<file path="src/rtl/irtx_pkg.sv">
// Shared types and constants for the IR remote frame transmitter.
// Payload structs, phase enum, register indexes and reset values.
// No dependencies.
package irtx_pkg;

   localparam int CLOCKS_PER_US     = 16;
   localparam int NEC_ZERO_SPACE_US = 560;

   localparam int US_W      = 16;
   localparam int SEG_W     = 20;
   localparam int CARRIER_W = 9;
   localparam int DATA_W    = 32;
   localparam int COUNT_W   = 6;

   localparam logic [SEG_W-1:0] SEG_MAX = {SEG_W{1'b1}};

   localparam logic [CARRIER_W-1:0] NEC_TOP  = 9'd420;
   localparam logic [CARRIER_W-1:0] NEC_CMP  = 9'd140;
   localparam logic [CARRIER_W-1:0] SONY_TOP = 9'd399;
   localparam logic [CARRIER_W-1:0] SONY_CMP = 9'd133;
   localparam logic [COUNT_W-1:0]   MAX_BITS = 6'd32;

   localparam logic PROTO_NEC  = 1'b0;
   localparam logic PROTO_SONY = 1'b1;

   localparam logic CMD_TICK  = 1'b0;
   localparam logic CMD_START = 1'b1;

   // Configuration register file
   localparam int CSR_COUNT   = 8;
   localparam int CSR_SEL_W   = 3;
   localparam int CSR_INDEX_W = 4;

   localparam logic [CSR_SEL_W-1:0] CSR_NEC_HDR_MARK  = 3'd0;
   localparam logic [CSR_SEL_W-1:0] CSR_NEC_HDR_SPACE = 3'd1;
   localparam logic [CSR_SEL_W-1:0] CSR_NEC_BIT_MARK  = 3'd2;
   localparam logic [CSR_SEL_W-1:0] CSR_NEC_ONE_SPACE = 3'd3;
   localparam logic [CSR_SEL_W-1:0] CSR_SONY_HDR_MARK = 3'd4;
   localparam logic [CSR_SEL_W-1:0] CSR_SONY_SPACE    = 3'd5;
   localparam logic [CSR_SEL_W-1:0] CSR_SONY_ONE_MARK = 3'd6;
   localparam logic [CSR_SEL_W-1:0] CSR_SONY_ZERO_MARK = 3'd7;

   typedef logic [CSR_COUNT-1:0][US_W-1:0] csr_file_type;

   localparam csr_file_type CSR_RESET = {
      16'd600, 16'd1200, 16'd600, 16'd2400,
      16'd1600, 16'd560, 16'd4500, 16'd9000
   };

   typedef enum logic [2:0] {
      PH_IDLE       = 3'd0,
      PH_HDR_MARK   = 3'd1,
      PH_HDR_SPACE  = 3'd2,
      PH_BIT_MARK   = 3'd3,
      PH_BIT_SPACE  = 3'd4,
      PH_TRAIL_MARK = 3'd5
   } phase_type;

   typedef struct packed {
      logic              command;
      logic [DATA_W-1:0] frame_data;
      logic [COUNT_W-1:0] bit_count;
      logic              protocol;
   } req_word_type;

   typedef struct packed {
      logic ir_level;
      logic busy_res;
      logic start_rejected;
   } rsp_word_type;

   typedef struct packed {
      logic result_valid;
      logic settling;
   } core_status_type;

endpackage

</file>
<file path="src/rtl/irtx_csr.sv">
// Configuration register file for the IR transmitter.
// Eight 16-bit duration registers; depends on irtx_pkg.
module irtx_csr
   import irtx_pkg::*;
(
   input  logic                   clock,
   input  logic                   reset,
   input  logic                   csr_valid,
   output logic                   csr_ready,
   input  logic [CSR_INDEX_W-1:0] csr_index,
   input  logic [US_W-1:0]        csr_wdata,
   output csr_file_type           csr_file
);

   csr_file_type file_ff;
   csr_file_type file_in;

   assign csr_ready = 1'b1;
   assign csr_file  = file_ff;

   always_comb begin
      file_in = file_ff;
      // drop writes beyond the register list
      if (csr_valid && (csr_index < CSR_INDEX_W'(CSR_COUNT))) begin
         file_in[csr_index[CSR_SEL_W-1:0]] = csr_wdata;
      end
   end

   always_ff @(posedge clock) begin
      if (reset) begin
         file_ff <= CSR_RESET;
      end else begin
         file_ff <= file_in;
      end
   end

endmodule

</file>
<file path="src/rtl/irtx_core.sv">
// Frame sequencer: phase, shift word, segment timer and carrier counter.
// One tick or start per accepted word; depends on irtx_pkg.
module irtx_core
   import irtx_pkg::*;
(
   input  logic            clock,
   input  logic            reset,
   input  logic            accept,
   input  req_word_type    req_word,
   input  csr_file_type    csr_file,
   output rsp_word_type    result,
   output core_status_type status
);

   localparam int PROD_RAW = US_W + $clog2(CLOCKS_PER_US + 1);
   localparam int PROD_W   = (PROD_RAW > SEG_W) ? PROD_RAW : SEG_W + 1;

   typedef struct packed {
      phase_type          phase;
      logic [DATA_W-1:0]  shift_word;
      logic [COUNT_W-1:0] bits_left;
      logic [SEG_W-1:0]   seg_left;
      logic [CARRIER_W-1:0] carrier;
      logic               proto;
   } tx_state_type;

   tx_state_type st_ff, st_in;
   tx_state_type mid, after;
   logic         settle_ff, settle_in;
   logic         rejected;
   logic         active;
   logic         still;

   function automatic logic is_mark(phase_type ph);
      return (ph == PH_HDR_MARK) || (ph == PH_BIT_MARK) || (ph == PH_TRAIL_MARK);
   endfunction

   function automatic logic [US_W-1:0] seg_us(phase_type ph, logic proto, logic one,
                                             csr_file_type cfg);
      logic [US_W-1:0] us;
      us = '0;
      if (proto == PROTO_NEC) begin
         unique case (ph)
            PH_HDR_MARK:   us = cfg[CSR_NEC_HDR_MARK];
            PH_HDR_SPACE:  us = cfg[CSR_NEC_HDR_SPACE];
            PH_BIT_MARK:   us = cfg[CSR_NEC_BIT_MARK];
            PH_BIT_SPACE:  us = one ? cfg[CSR_NEC_ONE_SPACE] : US_W'(NEC_ZERO_SPACE_US);
            PH_TRAIL_MARK: us = cfg[CSR_NEC_BIT_MARK];
            default:       us = '0;
         endcase
      end else begin
         unique case (ph)
            PH_HDR_MARK:  us = cfg[CSR_SONY_HDR_MARK];
            PH_HDR_SPACE: us = cfg[CSR_SONY_SPACE];
            PH_BIT_MARK:  us = one ? cfg[CSR_SONY_ONE_MARK] : cfg[CSR_SONY_ZERO_MARK];
            PH_BIT_SPACE: us = cfg[CSR_SONY_SPACE];
            default:      us = '0;
         endcase
      end
      return us;
   endfunction

   function automatic logic [SEG_W-1:0] seg_ticks(logic [US_W-1:0] us);
      logic [PROD_W-1:0] prod;
      prod = PROD_W'(us) * PROD_W'(CLOCKS_PER_US);
      if (prod > PROD_W'(SEG_MAX)) begin
         return SEG_MAX;
      end
      return prod[SEG_W-1:0];
   endfunction

   function automatic phase_type after_bits(logic [COUNT_W-1:0] bits, logic proto);
      if (bits != '0) begin
         return PH_BIT_MARK;
      end
      return (proto == PROTO_NEC) ? PH_TRAIL_MARK : PH_IDLE;
   endfunction

   // one move to the following segment; zero-length results are walked again
   function automatic tx_state_type advance_step(tx_state_type s, csr_file_type cfg);
      tx_state_type n;
      n = s;
      unique case (s.phase)
         PH_HDR_MARK:  n.phase = PH_HDR_SPACE;
         PH_HDR_SPACE: n.phase = after_bits(s.bits_left, s.proto);
         PH_BIT_MARK:  n.phase = PH_BIT_SPACE;
         PH_BIT_SPACE: begin
            n.shift_word = {s.shift_word[DATA_W-2:0], 1'b0};
            if (s.bits_left != '0) begin
               n.bits_left = s.bits_left - COUNT_W'(1);
            end
            n.phase = after_bits(n.bits_left, s.proto);
         end
         default: n.phase = PH_IDLE;
      endcase
      if (n.phase == PH_IDLE) begin
         n.seg_left = '0;
      end else begin
         n.seg_left = seg_ticks(seg_us(n.phase, n.proto, n.shift_word[DATA_W-1], cfg));
      end
      return n;
   endfunction

   assign active = accept || settle_ff;

   // next state
   always_comb begin
      logic [COUNT_W-1:0] n_bits;
      logic [CARRIER_W-1:0] top;
      mid      = st_ff;
      rejected = 1'b0;
      n_bits   = (req_word.bit_count > MAX_BITS) ? MAX_BITS : req_word.bit_count;
      top      = (st_ff.proto == PROTO_SONY) ? SONY_TOP : NEC_TOP;
      if (accept) begin
         if (req_word.command == CMD_START) begin
            if (st_ff.phase != PH_IDLE) begin
               rejected = 1'b1;
            end else begin
               mid.proto     = req_word.protocol;
               mid.bits_left = n_bits;
               if (req_word.protocol == PROTO_NEC) begin
                  mid.shift_word = req_word.frame_data;
               end else begin
                  mid.shift_word = req_word.frame_data << (MAX_BITS - n_bits);
               end
               mid.phase    = PH_HDR_MARK;
               mid.seg_left = seg_ticks(seg_us(PH_HDR_MARK, req_word.protocol, 1'b0,
                                               csr_file));
            end
         end else if (st_ff.phase != PH_IDLE) begin
            if (is_mark(st_ff.phase)) begin
               mid.carrier = (st_ff.carrier >= top) ? '0 : st_ff.carrier + CARRIER_W'(1);
            end
            if (st_ff.seg_left != '0) begin
               mid.seg_left = st_ff.seg_left - SEG_W'(1);
            end
         end
      end
      if ((mid.phase != PH_IDLE) && (mid.seg_left == '0)) begin
         after = advance_step(mid, csr_file);
      end else begin
         after = mid;
      end
      still     = (after.phase != PH_IDLE) && (after.seg_left == '0);
      st_in     = active ? after : st_ff;
      settle_in = active && still;
   end

   // outputs
   always_comb begin
      logic [CARRIER_W-1:0] cmp;
      cmp                   = (after.proto == PROTO_SONY) ? SONY_CMP : NEC_CMP;
      result.ir_level       = is_mark(after.phase) && (after.carrier <= cmp);
      result.busy_res       = after.phase != PH_IDLE;
      result.start_rejected = rejected;
      status.result_valid   = active && !still;
      status.settling       = settle_ff;
   end

   always_ff @(posedge clock) begin
      if (reset) begin
         st_ff     <= '{phase: PH_IDLE, default: '0};
         settle_ff <= 1'b0;
      end else begin
         st_ff     <= st_in;
         settle_ff <= settle_in;
      end
   end

endmodule

</file>
<file path="src/rtl/irtx_out_queue.sv">
// Two-word result queue between the sequencer and the response channel.
// Lets a new word enter while a result waits; depends on irtx_pkg.
module irtx_out_queue
   import irtx_pkg::*;
(
   input  logic         clock,
   input  logic         reset,
   input  logic         push,
   input  rsp_word_type push_word,
   output logic         has_room,
   output logic         rsp_valid,
   input  logic         rsp_ready,
   output rsp_word_type rsp_data
);

   rsp_word_type q_ff [2];
   rsp_word_type q_in [2];
   logic [1:0]   count_ff, count_in;
   logic         pop;

   assign pop       = rsp_valid && rsp_ready;
   assign rsp_valid = count_ff != 2'd0;
   assign rsp_data  = q_ff[0];
   assign has_room  = count_ff != 2'd2;

   always_comb begin
      q_in[0]  = q_ff[0];
      q_in[1]  = q_ff[1];
      count_in = count_ff;
      unique case ({push, pop})
         2'b10: begin
            if (count_ff == 2'd0) begin
               q_in[0] = push_word;
            end else begin
               q_in[1] = push_word;
            end
            count_in = count_ff + 2'd1;
         end
         2'b01: begin
            q_in[0]  = q_ff[1];
            count_in = count_ff - 2'd1;
         end
         2'b11: begin
            if (count_ff == 2'd1) begin
               q_in[0] = push_word;
            end else begin
               q_in[0] = q_ff[1];
               q_in[1] = push_word;
            end
         end
         default: begin
            count_in = count_ff;
         end
      endcase
   end

   always_ff @(posedge clock) begin
      if (reset) begin
         count_ff <= 2'd0;
      end else begin
         count_ff <= count_in;
      end
   end

   always_ff @(posedge clock) begin
      q_ff[0] <= q_in[0];
      q_ff[1] <= q_in[1];
   end

endmodule

</file>
<file path="src/rtl/ir_remote_frame_transmitter.sv">
// NEC / Sony IR frame transmitter; depends on irtx_pkg, irtx_csr, irtx_core, irtx_out_queue.
// Result: pushed into the output queue at the accepting edge, or, when zero-length segments
//   follow, once the sequencer has walked past them while settling.
// Throughput: one word per cycle while the queue has room; req_ready drops while zero-length
//   segments are skipped, but a zero-length header mark is skipped in the cycle of the start.
// Reset (synchronous): idle, carrier zero, duration registers to defaults, queue empty.
module ir_remote_frame_transmitter
   import irtx_pkg::*;
(
   input  logic                   clock,
   input  logic                   reset,
   input  logic                   req_valid,
   output logic                   req_ready,
   input  req_word_type           req_data,
   output logic                   rsp_valid,
   input  logic                   rsp_ready,
   output rsp_word_type           rsp_data,
   input  logic                   csr_valid,
   output logic                   csr_ready,
   input  logic [CSR_INDEX_W-1:0] csr_index,
   input  logic [US_W-1:0]        csr_wdata
);

   csr_file_type    csr_file;
   core_status_type core_status;
   rsp_word_type    core_result;
   logic            has_room;
   logic            accept;

   // hold off new words while the sequencer walks skipped segments
   assign req_ready = has_room && !core_status.settling;
   assign accept    = req_valid && req_ready;

   irtx_csr u_csr (
      .clock     (clock),
      .reset     (reset),
      .csr_valid (csr_valid),
      .csr_ready (csr_ready),
      .csr_index (csr_index),
      .csr_wdata (csr_wdata),
      .csr_file  (csr_file)
   );

   irtx_core u_core (
      .clock    (clock),
      .reset    (reset),
      .accept   (accept),
      .req_word (req_data),
      .csr_file (csr_file),
      .result   (core_result),
      .status   (core_status)
   );

   irtx_out_queue u_queue (
      .clock     (clock),
      .reset     (reset),
      .push      (core_status.result_valid),
      .push_word (core_result),
      .has_room  (has_room),
      .rsp_valid (rsp_valid),
      .rsp_ready (rsp_ready),
      .rsp_data  (rsp_data)
   );

`ifndef SYNTHESIS
   a_reject_when_busy: assert property (@(posedge clock) disable iff (reset)
      (rsp_valid && rsp_data.start_rejected) |-> rsp_data.busy_res)
      else $error("rejected start reported while idle");

   a_level_when_busy: assert property (@(posedge clock) disable iff (reset)
      (rsp_valid && rsp_data.ir_level) |-> rsp_data.busy_res)
      else $error("pin high outside a frame");

   a_settle_from_accept: assert property (@(posedge clock) disable iff (reset)
      $rose(core_status.settling) |-> $past(req_valid && req_ready))
      else $error("segment walk started without an accepted word");
`endif

endmodule
</file>
<file path="config.mk">
export PLATFORM = sky130hd
export DESIGN_NAME = ir_remote_frame_transmitter
export DESIGN_NICKNAME = d
export VERILOG_FILES = /design/src/rtl/irtx_pkg.sv /design/src/rtl/irtx_csr.sv /design/src/rtl/irtx_core.sv /design/src/rtl/irtx_out_queue.sv /design/src/rtl/ir_remote_frame_transmitter.sv
export SDC_FILE = /design/constraint.sdc
export NUM_CORES = 1
export LEC_CHECK = 0
export ABC_AREA = 1
export BUFFER_PORTS_ARGS = -buffer_cell sky130_fd_sc_hd__buf_2
export CAP_MARGIN = 10
export CORE_AREA = 2 2 201 282
export DETAILED_ROUTE_END_ITERATION = 16
export DIE_AREA = 0 0 203 284
export PLACE_DENSITY = 0.45
export SLEW_MARGIN = 20
export SYNTH_ARGS = -nofsm -noshare
export SYNTH_HDL_FRONTEND = slang
export SYNTH_SLANG_ARGS = --single-unit
export TNS_END_PERCENT = 20
</file>
<file path="constraint.sdc">
create_clock -name clock -period 4.6 [get_ports clock]
set_input_delay 0.23 -clock clock [delete_from_list [all_inputs] [get_ports clock]]
set_output_delay 0.23 -clock clock [all_outputs]
set_load 0.005 [all_outputs]
</file>
==> metrics.txt, run 1 <==
post-synth cell types 57; area leader, netlist dfxtp_1; clk buf depth 3; Filler cells between 6000 and 7000; GRT Total Usage 0.195; gpl congestion between 0.9 and 1; dominant cells by area after synthesis dfxtp_1 (30%), nand2_1 (12%), nand3_1 (9.5%); syn nets approximately 2300; PortBufs 69; post-DR wirelength/cell 18.8 um; # DRC 0; status complete, no violations; DP Wirelength approximately 43000 um; Power Density 459 mW/mm^2; fin crit share 0.950; first-pass GRT wire length between 80000 and 90000 um; Synth Instances 2200; die height between 200 and 300 um; Mapped Area 0.0136 sq mm; R2R Setup Slk between 0.2 and 0.25 ns; kind of critical path flip-flop to flip-flop; Inserted Diodes 0; die area between 0.05 and 0.06 sq mm; Synth Area in Simple Gates 0.357; htree depth 1; core area 0.0550 sq mm; Pleak just under 0.008 uW; grt ovf 0; mux share of post-synthesis cell area 0.00882; final hold violation count 0; max-slew violations 0; Worst Tran Pin Value 0.963 ns; hold crit path type input pin to flip-flop; Yosys reg bits approximately 210; CTS root buffer clkbuf_16; area grow syn2layout 21.3%; crit end category flip-flop; CP peak stage delay approximately 0.32 ns; Post-synth ARST share 0; final setup fails 0; # clock sinks around 210; vias per inst between 4 and 5; CTS tree yes; area fraction of the dominant cell type after synthesis 0.297; CP arrival approximately 4.6 ns; most used cell, CP nand2_2; first drt pass iteration count 6; CTS buffer count 24; Fin Clk Skew slightly below 0.01 ns; io pins 71; setup_tns 0 ns; main combinational cell family by area after synthesis simple AND/OR/NAND/NOR gates; num rows around 100; Required @ worst endpoint between 4 and 5 ns; VDD IR-drop max roughly 0.00023 V; DR iter-0 viols slightly above 1000; maximum fanout along the worst path 8; sequential fraction of the synthesis area 0.310; fmax around 230 MHz; Clk pin slew, worst setup/hold paths roughly 0.070 ns; Startpoint Class flip-flop; Initial Utilization 0.248; Synth Area in XOR/XNOR 0.00698; fin nets 2406; Worst path slowest cell dfxtp_2; Final Util 0.300; fin crit period 4.37 ns; Main synth FF type dfxtp_1; synth warn 0; mean area per synthesized cell between 6 and 7 sq um; clock latency on the worst-skew pair roughly 0.54 ns; hold buffers post-CTS 0; remaining antenna violation count after routing 0; Post-synth EDFFs 6; die width 203 um; Adder-Cell Fraction of Synth Area 0.0156; Slew HR 0.358; vias in the first global route 14700; max-cap viol count 0; compound-gate portion of the synthesized area 0.183; DRT Wirelength between 50000 and 60000 um; initial antenna violation count 0; largest net degree at the start of global routing 95; via count about 15000; layout cells sized above 1 0.154
[state kept, by name (all words and copies together), names as in the netlist]
| signal | count |
|---|---|
| u_queue.count_ff | 2 |
| u_csr.csr_file | 128 |
| u_core.st_ff | 71 |
| u_queue.q_ff | 6 |
| u_core.settle_ff | 1 |
[Yosys cell counts (4+ instances only)]
master and n:
a211oi_1 4, a21oi_1 97, a221oi_1 5, a22o_1 19, a311oi_1 4, a31oi_1 8
buf_1 15, buf_2 25, buf_4 7, buf_6 5, clkbuf_1 85, clkinv_1 5
dfxtp_1 202, edfxtp_1 6, ha_1 17, inv_1 250, inv_2 8, mux2i_1 12
nand2_1 452, nand2_2 10, nand3_1 259, nand3_2 5, nand3b_1 8, nand4_1 32
nor2_1 316, nor2_2 8, nor2_4 5, nor3_1 10, nor3_2 4, o211ai_1 42
o21ai_0 204, o21ai_1 8, o221ai_1 9, o22ai_1 11, or2_2 4, xor2_1 8
[repair_timing]
| item | in CTS | in global routing |
|---|---|---|
| gates cloned | 0 | 2 |
| buffers inserted | 1 | 7 |
| endpoints found under the setup margin | 7 | 7 |
| hold endpoints to repair | 0 | 0 |
| pin swaps | 1 | 26 |
| gates resized for setup | 6 | 39 |
[metrics by stage]
step	total power, uW	std cells	area [sq um]	hold WS [ns]	setup slack [ns]
2_1_floorplan	4090	2200	13600	0.420	0.189
3_3_place_gp	5470	3016	15500	0.429	-0.180
3_5_place_dp	5450	3016	15500	0.439	-0.232
4_1_cts	7470	3057	16300	0.0627	0.0256
5_1_grt	8070	3066	16500	0.0827	-0.0590
6_report	7590	3066	16500	0.0799	0.230
[cell families (layout without fill, tap and decap cells)]
| logic type | count (synthesis) | count (layout) |
|---|---|---|
| AND/OR/NAND/NOR | 1121 | 1123 |
| AO/OA/AOI/OAI | 428 | 428 |
| buffers and inverters | 403 | 539 |
| flip-flops | 208 | 208 |
| adder cells (fa/ha/maj) | 17 | 17 |
| multiplexers | 12 | 12 |
| XOR/XNOR | 10 | 10 |
| other | 1 | 1 |
[per-layer routing]
layer | track usage | routed length [um] | vias to the layer above
met2 | 0.362 | 29500 | 388
li1 | - | - | 7452
met5 | 0 | 0 | -
met4 | 0.108 | 3580 | 0
met3 | 0.0155 | 1860 | 129
met1 | 0.217 | 22800 | 7092
[layout make-up]
class                           count  area (sq um)  area share
Clock buffer                       34           689      0.0417
Clock inverter                      6          82.6     0.00500
Inverter                          263           992      0.0600
Multi-Input combinational cell   1591          7970       0.482
Sequential cell                   208          4230       0.256
Tap cell                          728           911      0.0551
Timing Repair Buffer              236          1660       0.100
[final timing paths]
kind,from,to,cells after the start
worst min-delay path,csr_wdata[9],u_csr.csr_file[57],3
worst max register to register,u_queue.count_ff[0],u_queue.q_ff[0][1],33
worst min register to register,u_csr.csr_file[103],u_csr.csr_file[103],2
worst max-delay path,u_queue.count_ff[0],u_queue.q_ff[0][1],33
[placed cells by master (no fill, tap or decap), types with 12 or more instances in the layout]
cell type / netlist / final
a21oi_1: 97 / 96
buf_2: 25 / 69
ha_1: 17 / 14
nor2_1: 316 / 308
inv_1: 250 / 246
mux2i_1: 12 / 12
nand2_1: 452 / 444
clkbuf_16: 0 / 25
o21ai_0: 204 / 202
buf_4: 7 / 160
nand3_1: 259 / 255
nor2_2: 8 / 12
nand4_1: 32 / 32
a22o_1: 19 / 19
o211ai_1: 42 / 42
dfxtp_1: 202 / 201
nand2_2: 10 / 15
[worst max-delay path: cells and delay by family, from the launching register on]
| kind | cells | cell delay [ns] |
|---|---|---|
| AND/OR/NAND/NOR | 24 | 2.71 |
| adder cells (fa/ha/maj) | 3 | 0.58 |
| flip-flops | 1 | 0.32 |
| buffers and inverters | 4 | 0.31 |
| AO/OA/AOI/OAI | 2 | 0.19 |
[power breakdown]
group	switching, uW	internal [uW]	leakage, uW	total [uW]
logic	2250	1280	0.00574	3520
clock network	812	1150	0.000377	1960
registers	114	2000	0.00170	2110
total	3170	4420	0.00782	7590
Note: power is estimated with default switching activity, not from simulation.
==> run 2: changes to the inputs <==
--- a/config.mk
+++ b/config.mk
@@ -8,9 +8,9 @@
 export ABC_AREA = 1
 export BUFFER_PORTS_ARGS = -buffer_cell sky130_fd_sc_hd__buf_2
 export CAP_MARGIN = 10
-export CORE_AREA = 2 2 201 282
+export CORE_AREA = 2 2 237 239
 export DETAILED_ROUTE_END_ITERATION = 16
-export DIE_AREA = 0 0 203 284
+export DIE_AREA = 0 0 239 241
 export PLACE_DENSITY = 0.45
 export SLEW_MARGIN = 20
 export SYNTH_ARGS = -nofsm -noshare
==> run 2 against run 1 <==
- register-to-register slack improved by 0.03 ns
- total power is 2.2% higher
- largest cell class unchanged
- sequential share of layout area shrank 0.43 points
- combinational power is essentially flat
- core utilization is 0.59 points higher
- wire length down 8.2%
- first-iteration DRC count rose by 20%
==> metrics.txt, run 2 (synthesis gave the netlist of run 1 again) <==
Worst Tran Pin Value 1.04 ns; CTS buffer count 28; first-pass GRT wire length approximately 82000 um; via count approximately 15000; status complete, no violations; Worst path slowest cell dfxtp_2; Inserted Diodes 0; max FFs per register ~130; Initial Utilization 0.248; initial antenna violation count 0; PortBufs between 60 and 70; Switching Share 0.405; hold_sp csr_wdata[9]; die height 241 um; fin crit period 4.34 ns; num rows 86; Pleak about 0.0080 uW; vias per inst 4.92; combinational group share of total power 0.453; GRT met3 Usage 0.0246; kind of critical path flip-flop to flip-flop; DP Wirelength ~39000 um; Clk pin slew, worst setup/hold paths 0.06 ns; most used routing layer in global routing met2; fin crit share 0.944; Slew HR 0.305; reg2reg start u_queue.count_ff[0]; gpl congestion 0.913; Clk pwr share 0.274; area grow syn2layout 23.4%; Net Sw Power between 3000 and 4000 uW; die width roughly 240 um; layout cells sized above 1 0.161; commonest non-fill, non-tap cell in the layout nand2_1; clk buf depth 3; final setup fails 0; GR met2 Demand/Resource 0.293; first drt pass iteration count 5; maximum fanout along the worst path 6; clock latency on the worst-skew pair around 0.57 ns; Startpoint Class flip-flop; fin nets about 2400; CTS tree yes; Post-Layout Cell Count about 3000; vias in the first global route 14200; CP arrival around 4.6 ns; final hold violation count 0; Required @ worst endpoint around 5 ns; Final Util 0.306; Setup crit start u_queue.count_ff[0]; fmax 230 MHz; crit end category flip-flop; DRT Wirelength between 50000 and 60000 um; post-DR wirelength/cell between 15 and 20 um; DR iter-0 viols around 1200; Seq pwr share 0.273; max-slew violations 0; placed cell count 3000; max-cap viol count 0; Fin Clk Skew around 0.025 ns; io pins between 70 and 80; GRT Total Usage 0.181; most frequent cells in the layout nand2_1 (446), nor2_1 (308), nand3_1 (253), inv_1 (245), o21ai_0 (202); Power Density between 400 and 500 mW/mm^2; CTS root buffer clkbuf_16; remaining antenna violation count after routing 0; CP peak stage delay approximately 0.32 ns; Internal roughly 4600 uW; hold crit path type input pin to flip-flop; # DRC 0; VDD IR-drop max roughly 0.00025 V; die area 0.0576 sq mm; htree depth 1; core area about 0.055 sq mm; M1 GR Usage 0.255; # clock sinks ~210; grt ovf 0; largest net degree at the start of global routing 162
## run 2: changes by cell type in the layout (fill, tap and decap cells not counted), sizes merged
cell    before  now
buf        236  246
nor2       331  330
inv        258  259
clkbuf      34   40
clkinv       8   13
bufinv       2    1
## run 2: final cells by class
type / count / area (sq um)
clock inverter: 11 / 86.3
tap: 704 / 881
fill: 6109 / 38100
sequential: 208 / 4230
clock buffer: 40 / 807
multi-input combinational: 1590 / 8010
timing repair buffer: 246 / 1800
inverter: 263 / 997
## run 2: layer usage
layer / part of all wire / up-vias
li1: - / 7504
met1: 0.48 / 7064
met2: 0.44 / 442
met3: 0.062 / 53
met4: 0.016 / 0
met5: 0 / -
## run 2: critical path, delay by kind of cell (launching register included)
| family | cells | cell delay [ns] |
|---|---|---|
| and+or+nand+nor | 19 | 2.06 |
| adders and majority gates | 3 | 0.51 |
| AOI/OAI and AO/OA | 2 | 0.37 |
| buffers and inverters | 7 | 0.79 |
| DFF | 1 | 0.32 |
## run 2: through the flow
| step | hold slack (ns) | setup WS (ns) | setup TNS (ns) | instance area (sq um) | power, uW |
|---|---|---|---|---|---|
| 2_1_floorplan | 0.420 | 0.189 | 0 | 13600 | 4090 |
| 3_3_place_gp | 0.437 | -0.143 | -0.783 | 15600 | 5460 |
| 3_5_place_dp | 0.442 | -0.156 | -0.834 | 15600 | 5440 |
| 4_1_cts | 0.0313 | 0.00914 | 0 | 16500 | 7640 |
| 5_1_grt | 0.0431 | -0.0254 | -0.0963 | 16800 | 8290 |
| 6_report | 0.0526 | 0.258 | 0 | 16800 | 7760 |
## run 2: final timing paths
kind              slack (ns)  depth (start not counted)            endpoint
setup / recovery        0.26                         31  u_queue.q_ff[0][4]
hold / removal          0.05                          3  u_csr.csr_file[89]
setup reg to reg        0.26                         31  u_queue.q_ff[0][4]
hold reg to reg         0.45                          2  u_csr.csr_file[57]
## run 2: power groups by stage
stage	logic (uW)	clock network, uW	registers (uW)
floorplan	1980	0	2110
global placement	3310	0	2150
detailed placement	3300	0	2150
CTS	3340	2190	2110
global route	3890	2270	2140
finish	3520	2120	2120
## run 2: what timing repair did
action	4_1_cts	5_1_grt
pin swaps	4	21
gates resized for setup	9	42
setup endpoints to repair	6	8
gates cloned	0	1
setup buffers	1	9
hold buffers	0	0
==> run 3: changes to the inputs <==
--- a/config.mk
+++ b/config.mk
@@ -12,6 +12,7 @@
 export DETAILED_ROUTE_END_ITERATION = 16
 export DIE_AREA = 0 0 239 241
 export PLACE_DENSITY = 0.45
+export REMOVE_ABC_BUFFERS = 1
 export SLEW_MARGIN = 20
 export SYNTH_ARGS = -nofsm -noshare
 export SYNTH_HDL_FRONTEND = slang
==> run 3 against run 2 <==
- global-route usage up 0.52 points
- combinational power is essentially flat
- largest power group unchanged
- total power rose by 2.3%
- maximum frequency decreased by 0.33%
- flip-flop and latch count is the same
- sequential share of layout area shrank 0.097 points
- highest routed layer unchanged
- cell area increased by 0.36%
- clock skew is 0.0013 ns higher
- critical path type unchanged
- hold slack worse by 0.016 ns
- first-iteration DRC count down 18%
- critical endpoint is now u_queue.q_ff[0][5]
- non-clock buffer count fell by 9
- die area unchanged
==> metrics.txt, run 3 (synthesis gave the netlist of run 1 again) <==
htree depth 1; worst-case reg-to-reg path depth 33; area grow syn2layout 23.9%; most used cell, CP nand2_2; vias per inst 4.92; final hold violation count 0; Clk pwr share 0.291; setup_tns 0 ns; combinational group share of total power 0.443; PortBufs a little under 70; Inserted Diodes 0; # clock sinks roughly 210; Initial Utilization 0.248; Fin Clk Skew 0.0266 ns; DR iter-0 viols a little under 1000; vias in the first global route 14500; Pleak roughly 0.008 uW; io pins 71; Net Sw Power around 3200 uW; Startpoint Class flip-flop; # DRC 0; max FFs per register 128; worst hold stages 3; die width between 200 and 250 um; kind of critical path flip-flop to flip-flop; Slew HR 0.232; Clk pin slew, worst setup/hold paths about 0.060 ns; max-cap viol count 0; status complete, no violations; gpl congestion 0.951; CTS buffer count 27; DP Wirelength about 40000 um; via count between 10000 and 15000; fin nets 2409; initial antenna violation count 0; Worst path slowest cell dfxtp_2; Power Density 471 mW/mm^2; Seq pwr share 0.266; fin crit share 0.947; final setup fails 0; die area approximately 0.058 sq mm; first drt pass iteration count 5; grt ovf 0; CP peak stage delay 0.32 ns; commonest non-fill, non-tap cell in the layout nand2_1; num rows 86; Internal 4770 uW; layout cells sized above 1 0.163; GRT Total Usage 0.186; fin crit period between 4 and 5 ns; CTS root buffer clkbuf_16; clk buf depth 3; DRT Wirelength between 50000 and 60000 um; Worst Tran Pin Value about 1.1 ns; remaining antenna violation count after routing 0; maximum fanout along the worst path 13; clock latency on the worst-skew pair about 0.58 ns; Required @ worst endpoint between 4 and 5 ns; CP arrival roughly 4.7 ns; max-slew violations 0; CTS tree yes; most frequent cells in the layout nand2_1 (444), nor2_1 (305), nand3_1 (249), inv_1 (244), o21ai_0 (202); Switching Share 0.399; post-DR wirelength/cell 18.0 um; hold_ws roughly 0.037 ns; die height around 240 um; first-pass GRT wire length roughly 84000 um; Placement Setup Slack -0.320 ns; core area roughly 0.055 sq mm; fmax about 230 MHz; VDD IR-drop max 0.000329 V; crit end category flip-flop; hold crit path type input pin to flip-flop; setup ws final 0.243 ns; largest net degree at the start of global routing between 90 and 100
run 3: cell count changes in the layout (fill, tap and decap cells not counted), moves of 3 or more:
cell | previous run | this run
nand2_2 | 12 | 15
clkinv_2 | 8 | 5
nand3_1 | 253 | 249
clkbuf_1 | 7 | 3
buf_4 | 166 | 155
nor2_2 | 9 | 13
nor2_1 | 308 | 305
nand3_2 | 10 | 14
bufinv_16 | 1 | 4
a21oi_2 | 1 | 4
run 3: final cells by class:
cell class	count	area [sq um]
Clock buffer	37	795
Clock inverter	11	174
Fill cell	6157	38000
Inverter	263	996
Multi-Input combinational cell	1590	8040
Sequential cell	208	4230
Tap cell	704	881
Timing Repair Buffer	237	1760
run 3: repair_timing:
action	CTS	global route
hold buffers	0	0
cloned	0	2
setup endpoints to repair	6	7
setup buffers	3	11
pin swaps	3	27
gates resized for setup	6	55
run 3: worst paths after layout:
path                             end           startpoint  slack (ns)
setup reg to reg  u_queue.q_ff[0][5]  u_queue.count_ff[0]        0.24
setup / recovery  u_queue.q_ff[0][5]  u_queue.count_ff[0]        0.24
hold reg to reg   u_csr.csr_file[57]   u_csr.csr_file[57]        0.45
hold / removal    u_csr.csr_file[24]         csr_wdata[8]        0.04
run 3: worst max-delay path, delay by kind of cell (launching register included):
family	cells	cell delay [ns]
fa+ha+maj	3	0.46
simple gates	21	2.29
compound gates	3	0.36
flops	1	0.32
buf+inv	6	0.68
run 3: layer usage:
metal,global-route usage,vias to the layer above,wire length [um]
li1,-,7476,-
met2,0.328,395,26400
met4,0.0557,0,1590
met3,0.0192,82,2240
met5,0,-,0
met1,0.239,7038,24600
run 3: power groups by stage:
stage	clock network, uW	logic, uW	registers [uW]
finish	2310	3520	2110
floorplan	0	1840	2120
detailed placement	0	3250	2150
global route	2440	3890	2130
CTS	2360	3320	2110
global placement	0	3270	2150
run 3: through the flow:
step | total power [uW] | cells | area (sq um) | util
5_1_grt | 8460 | 3050 | 16900 | 0.307
4_1_cts | 7790 | 3037 | 16500 | 0.301
3_3_place_gp | 5410 | 2986 | 15500 | 0.282
6_report | 7940 | 3050 | 16900 | 0.307
3_5_place_dp | 5400 | 2986 | 15500 | 0.282
2_1_floorplan | 3960 | 2060 | 13000 | -
